### src/rtl/core/tpah_pkg.sv
`timescale 1ns / 1ps
// ----------------------------------------------------------------------------
// Triangle perimeter and area package
// Widths, status codes and request/response types shared by the block.
// ----------------------------------------------------------------------------
package tpah_pkg;

	localparam int COORD_BITS = 12;

	// Coordinate difference, squared-distance and edge-root widths.
	localparam int DIFF_W = COORD_BITS + 1;
	localparam int D2_W   = 2 * DIFF_W - 1;
	localparam int ER_W   = DIFF_W + 8;
	// Perimeter sum, Heron product and its square root.
	localparam int PW     = ER_W + 2;
	localparam int QR_W   = 2 * PW;
	localparam int Q_W    = 4 * PW;

	localparam int PERIM_W  = 23;
	localparam int AREA_W   = 39;
	localparam int STATUS_W = 2;

	localparam int QUEUE_DEPTH = 4;
	localparam int QPTR_W      = $clog2(QUEUE_DEPTH);

	localparam logic [STATUS_W-1:0] ST_OK         = 2'd0;
	localparam logic [STATUS_W-1:0] ST_COINCIDENT = 2'd1;
	localparam logic [STATUS_W-1:0] ST_COLLINEAR  = 2'd2;

	typedef logic signed [COORD_BITS-1:0] coord_t;

	typedef struct packed {
		coord_t ax;
		coord_t ay;
		coord_t bx;
		coord_t by_coord;
		coord_t cx;
		coord_t cy;
	} tri_req_t;

	typedef struct packed {
		logic [PERIM_W-1:0]  perimeter;
		logic [AREA_W-1:0]   area;
		logic [STATUS_W-1:0] status;
	} tri_rsp_t;

	typedef struct packed {
		tri_req_t            vtx;
		logic [STATUS_W-1:0] status;
	} tri_cls_t;

endpackage

### src/rtl/core/tpah_queue.sv
`timescale 1ns / 1ps
// ----------------------------------------------------------------------------
// Classified request queue
// Small FIFO that decouples the classifier from the arithmetic pipeline.
// ----------------------------------------------------------------------------
module tpah_queue import tpah_pkg::*; (
	input  logic     clk,
	input  logic     arst_n,
	input  logic     push,
	input  tri_cls_t push_cls,
	output logic     full,
	input  logic     pop,
	output logic     head_valid,
	output tri_cls_t head_cls
);

	logic [QPTR_W-1:0] wr_q, rd_q;
	logic [QPTR_W:0]   cnt_q;
	tri_cls_t          mem_q [0:QUEUE_DEPTH-1];

	assign full       = cnt_q == (QPTR_W+1)'(QUEUE_DEPTH);
	assign head_valid = cnt_q != '0;
	assign head_cls   = mem_q[rd_q];

	always_ff @(posedge clk or negedge arst_n) begin
		if (!arst_n) begin
			wr_q  <= '0;
			rd_q  <= '0;
			cnt_q <= '0;
		end else begin
			if (push) begin
				wr_q <= wr_q + 1'b1;
			end
			if (pop) begin
				rd_q <= rd_q + 1'b1;
			end
			if (push && !pop) begin
				cnt_q <= cnt_q + 1'b1;
			end else if (pop && !push) begin
				cnt_q <= cnt_q - 1'b1;
			end
		end
	end

	always_ff @(posedge clk) begin
		if (push) begin
			mem_q[wr_q] <= push_cls;
		end
	end

endmodule

### config.mk
export PLATFORM = sky130hd
export DESIGN_NAME = tpah_queue
export DESIGN_NICKNAME = d
export VERILOG_FILES = /design/src/rtl/core/tpah_pkg.sv /design/src/rtl/core/tpah_queue.sv
export SDC_FILE = /design/constraint.sdc
export NUM_CORES = 1
export LEC_CHECK = 0
export ABC_AREA = 1
export ABC_CLOCK_PERIOD_IN_PS = 2400
export BUFFER_PORTS_ARGS = -buffer_cell sky130_fd_sc_hd__buf_2
export CAP_MARGIN = 20
export CORE_MARGIN = 4
export CORE_UTILIZATION = 52
export DETAILED_ROUTE_END_ITERATION = 7
export GPL_TIMING_DRIVEN = 0
export PLACE_DENSITY = 0.76
export SLEW_MARGIN = 20
export SYNTH_ARGS = -nofsm -noshare
export SYNTH_HDL_FRONTEND = slang
export SYNTH_SLANG_ARGS = --single-unit
export TNS_END_PERCENT = 5
### constraint.sdc
create_clock -name clk -period 2.4 [get_ports clk]
set_input_delay 0.48 -clock clk [delete_from_list [all_inputs] [get_ports clk]]
set_output_delay 0.48 -clock clk [all_outputs]
set_load 0.01 [all_outputs]
==> Word level (Yosys, flattened, before mapping) <==
Memories as Yosys holds them, arrays and structs flattened.
Cells that the tools add are included.
{ "word_totals": {"regBits": 7, "latch_bits": 0, "ram_bits": 296, "rom_bits": 0, "in_bits": 78, "output_inout_bits": 76, "elab_cells": 19, "mem_count": 1} }
{ "memory_table": {"columns": ["name", "depth", "word_bits", "read_ports", "rd_ports_with_merged_regs", "wr", "line", "text"], "rows": [
  ["mem_q", 4, 74, 1, 0, 1, "tpah_queue.sv:19", "tri_cls_t mem_q [0:QUEUE_DEPTH-1];"]
]} }
{ "classes": {"addsub": 4, "multipliers": 0, "div": 0, "magnitude_cmp": 0, "n_eq_ne": 1, "shift": 0, "muxes": 4, "bitwise_logic": 0, "n_reduce_logical": 6} }
{ "op_table": {"columns": ["operator", "count"], "rows": [
  ["$mux W3", 2],
  ["$add A2 B1 Y2 const B", 2],
  ["$add A3 B1 Y3 const B", 1],
  ["$eq A3 B3 Y1 const B", 1],
  ["$reduce_bool A3 Y1", 1],
  ["$sub A3 B1 Y3 const B", 1],
  ["$logic_and A1 B1 Y1", 2],
  ["$logic_not A1 Y1", 2],
  ["$mux W1", 2],
  ["$reduce_bool A2 Y1", 1]
]} }

==> Logic depth before layout (Yosys ltp) <==
{ "logic_depth": {"word_depth": 4, "mapped_depth": 9, "depth_no_buf": 9} }

==> Worst setup path after synthesis <==
No wires, ideal clock.
{ "synth_path": {"kind": "input to register", "startpoint": "input port push", "endpoint": "memory mem_q[0][0] (netlist name) (enable)", "setup_time_ns": 0.428, "arrival_ns": 2.212, "required_ns": 1.972, "slack_ns": -0.240, "stages": 3, "cell_sequence": "clkbuf_1 -> nand2_1 -> inv_1"} }
{ "synth_between": {"elab_chain_cells": 2} }
{ "synth_rtl": {"columns": ["item", "line", "text"], "rows": [
  ["from (decl)", "tpah_queue.sv:9", "input logic push,"],
  ["$mux W1", "tpah_queue.sv:46", "if (push) begin"],
  ["$mux W1 (not written as such)", "tpah_queue.sv:47", "mem_q[wr_q] <= push_cls;"],
  ["to (decl)", "tpah_queue.sv:19", null]
]} }
No other way between the ends.

==> run metrics <==
final layout net count=1188; Port Buffers=~150; number of warnings reported in the yosys synthesis log=0; unrepaired setup endpoints after global routing=true; insertion delay of the later-clocked pin in the worst-skew pair=between 500 and 600 ps; Slew Viols, Final=0; area of the die=26100 sq um; cell seen most often among critical-path stages=buf_8; Startpoint Class=flop; CP peak stage delay=a little under 400 ps; synthesized flop and latch total=just over 300; height of the die=approximately 160 um; Vias/cell=between 5 and 6; initial antenna violation count=5; instance area at placement=roughly 14000 sq um; number of buffers on the longest clock path=3; areal power density over the cells=~1300 nW/um^2; final setup skew=~7.3 ps; netlist area before placement=between 10000 and 15000 sq um; IR Drop Worst-Case VDD=~640 uV; boundary pin count=between 150 and 200; time the worst path needs with I/O delays and setup=between 2000 and 2500 ps; number of sinks on the clock net=around 300; commonest cells after routing, fill and taps aside=296 x edfxtp_1, 236 x nand2_1, 162 x buf_2; fin worst setup slack=between 40 and 50 ps; total core area=~23000 sq um; Clk pin slew, worst setup/hold paths=~60 ps; share of the core filled with cells in the final layout=between 60% and 70%; TritonCTS Buffers=30; leakage power summed over all cells=slightly below 0.006 uW; Area growth syn-to-layout=19.5%; worst relative slew slack=between 50 and 60%; run status=complete, no violations; final setup violating endpoints=0; initial cell density of the core=between 50 and 60%; largest net degree at the start of global routing=47; CP Data Arrival Time=1870 ps; Antenna Violating Nets Remaining=0; Worst-Margin Slew=between 600 and 700 ps; Design Power=18700 uW; ratio of final minimum period to clock period=a little over nine tenths; wire length reported by the detailed router=around 26000 um; placed wire-length estimate after detailed placement=16000 um; post-CTS setup repair buffer count=0; net count after synthesis=996; aggregate global-route resource usage=19.7%; total number of vias=around 7.4k; Worst Hold Class=input pin to flop; endpoint class of the critical path=output port; Root Driver=clkbuf_16; final hold violation count=0; cell-by-cell trace of the critical path=buf_8 > buf_8 > buf_6 > o211ai_1 > nand2_1 > buf_2; Max Clock Freq=roughly 430 MHz; setup slack, reg-to-reg=490 ps; library cell contributing the largest single delay on the critical path=dfrtp_1; number of remaining DRC errors=0; DRC marker count from the first detailed-route iteration=around 530; Overflow after GRT=0; worst slack, placed=about 210 ps; category of the critical setup timing path=flop to output port; count of unique library cells instantiated by Yosys=20; number of violations of the max-capacitance limit=0; most frequent standard cell in the layout excluding fill and tap cells=edfxtp_1; H-Tree Depth=1; number of standard cells after synthesis=just over 900; global-route wire length before repair=slightly above 40000 um; register area share after synthesis=approximately 74%; clock tree from TritonCTS=built; synthesized area per cell=between 10 and 15 sq um; Final Instance Area=14600 sq um; worst endpoint required time=approximately 1900 ps; DIE WIDTH=161 um; detailed-routing iteration count for the pre-antenna-repair pass=5; fraction of layout instances using a drive strength above 1=a little under a quarter; via count of the first global-routing pass=approximately 7.6k; Routability Congestion=between 0.7 and 0.8; maximum fanout along the worst path=10; routed len/inst=about 18 um; Core Rows=between 50 and 60
-- report_power, final --
part,internal [uW],leakage (uW),switching [uW]
Clock,2790,0.000481,1840
Combinational,2540,0.00267,4330
Sequential,6920,0.00280,250
-- synthesized netlist by cell type --
master / count / share of area, %
edfxtp_1: 296 / 73
nand2_1: 236 / 7.2
inv_1: 159 / 4.9
o211ai_1: 141 / 8.6
buf_6: 24 / 2.2
buf_2: 19 / 0.78
dfrtp_1: 7 / 1.4
o211ai_2: 7 / 0.72
ha_1: 5 / 0.51
clkbuf_1: 4 / 0.12
buf_4: 3 / 0.18
xor2_1: 3 / 0.21
fa_1: 1 / 0.16
inv_2: 1 / 0.031
nand3_1: 1 / 0.041
nand4_1: 1 / 0.051
nor2_1: 1 / 0.031
nor3_1: 1 / 0.041
o21ai_1: 1 / 0.041
xnor2_1: 1 / 0.072
-- worst paths after layout --
kind,cells past startpoint,startpoint,to
worst max-delay path,6,rd_q[0],head_cls[52]
worst min-delay path,1,push_cls[47],mem_q[0][47]
worst max register to register,5,wr_q[0],mem_q[2][41]
worst min register to register,2,cnt_q[2],cnt_q[2]
max in group asynchronous,2,arst_n,rd_q[1]
min in group asynchronous,2,arst_n,cnt_q[0]
-- logic make-up (layout without fill, tap and decap cells) --
group / Yosys count / in the layout / synth area share, %
other: 0 / 1 / 0
adders and majority gates: 6 / 6 / 0.675
DFF: 303 / 303 / 74.0
AOI/OAI and AO/OA: 149 / 149 / 9.40
and+or+nand+nor: 240 / 240 / 7.40
buffers and inverters: 210 / 426 / 8.20
xor gates and xnor gates: 4 / 4 / 0.286
-- state kept, by name (all words and copies together) (netlist names) --
register,count
wr_q,2
cnt_q,3
mem_q,296
rd_q,2
-- layer usage --
metal	share of wire (%)	wire, um	GRT usage (%)
met1	40	10500	25.0
met4	2.0	533	4.89
met3	6.8	1780	4.21
met5	0.18	47	0
met2	51	13100	34.7
-- worst max-delay path: cells and delay by family, from the launching register on --
family / cells / cell delay [ps]
AOI/OAI and AO/OA: 1 / 190
buffers and inverters: 4 / 630
DFF: 1 / 390
and+or+nand+nor: 1 / 100
-- through the flow --
| step | hold WS (ps) | instances | setup TNS [ps] |
|---|---|---|---|
| floorplan | 184 | 912 | -53250 |
| finish | 154 | 1442 | 0 |
| global placement | 321 | 1378 | -398280 |
| CTS | 127 | 1441 | -26.2 |
| detailed placement | 322 | 1384 | 0 |
| global route | 130 | 1442 | -742 |
-- timing repair --
action / 4_1_cts / 5_1_grt
hold endpoints to repair: 7 / 0
endpoints found under the setup margin: 40 / 70
hold buffers: 1 / 0
gates cloned: 0 / 0
pin swaps: 0 / 23
gates resized for setup: 6 / 19
-- cell type report --
| type | instances | area [sq um] |
|---|---|---|
| Multi-Input combinational cell | 399 | 2170 |
| Fill cell | 1631 | 8290 |
| Clock inverter | 16 | 180 |
| Clock buffer | 40 | 810 |
| Inverter | 160 | 612 |
| Sequential cell | 303 | 9060 |
| Timing Repair Buffer | 160 | 926 |
| Buffer | 50 | 467 |
| Antenna cell | 1 | 2.50 |
| Tap cell | 313 | 392 |
Power figures use the tool's default switching activity.
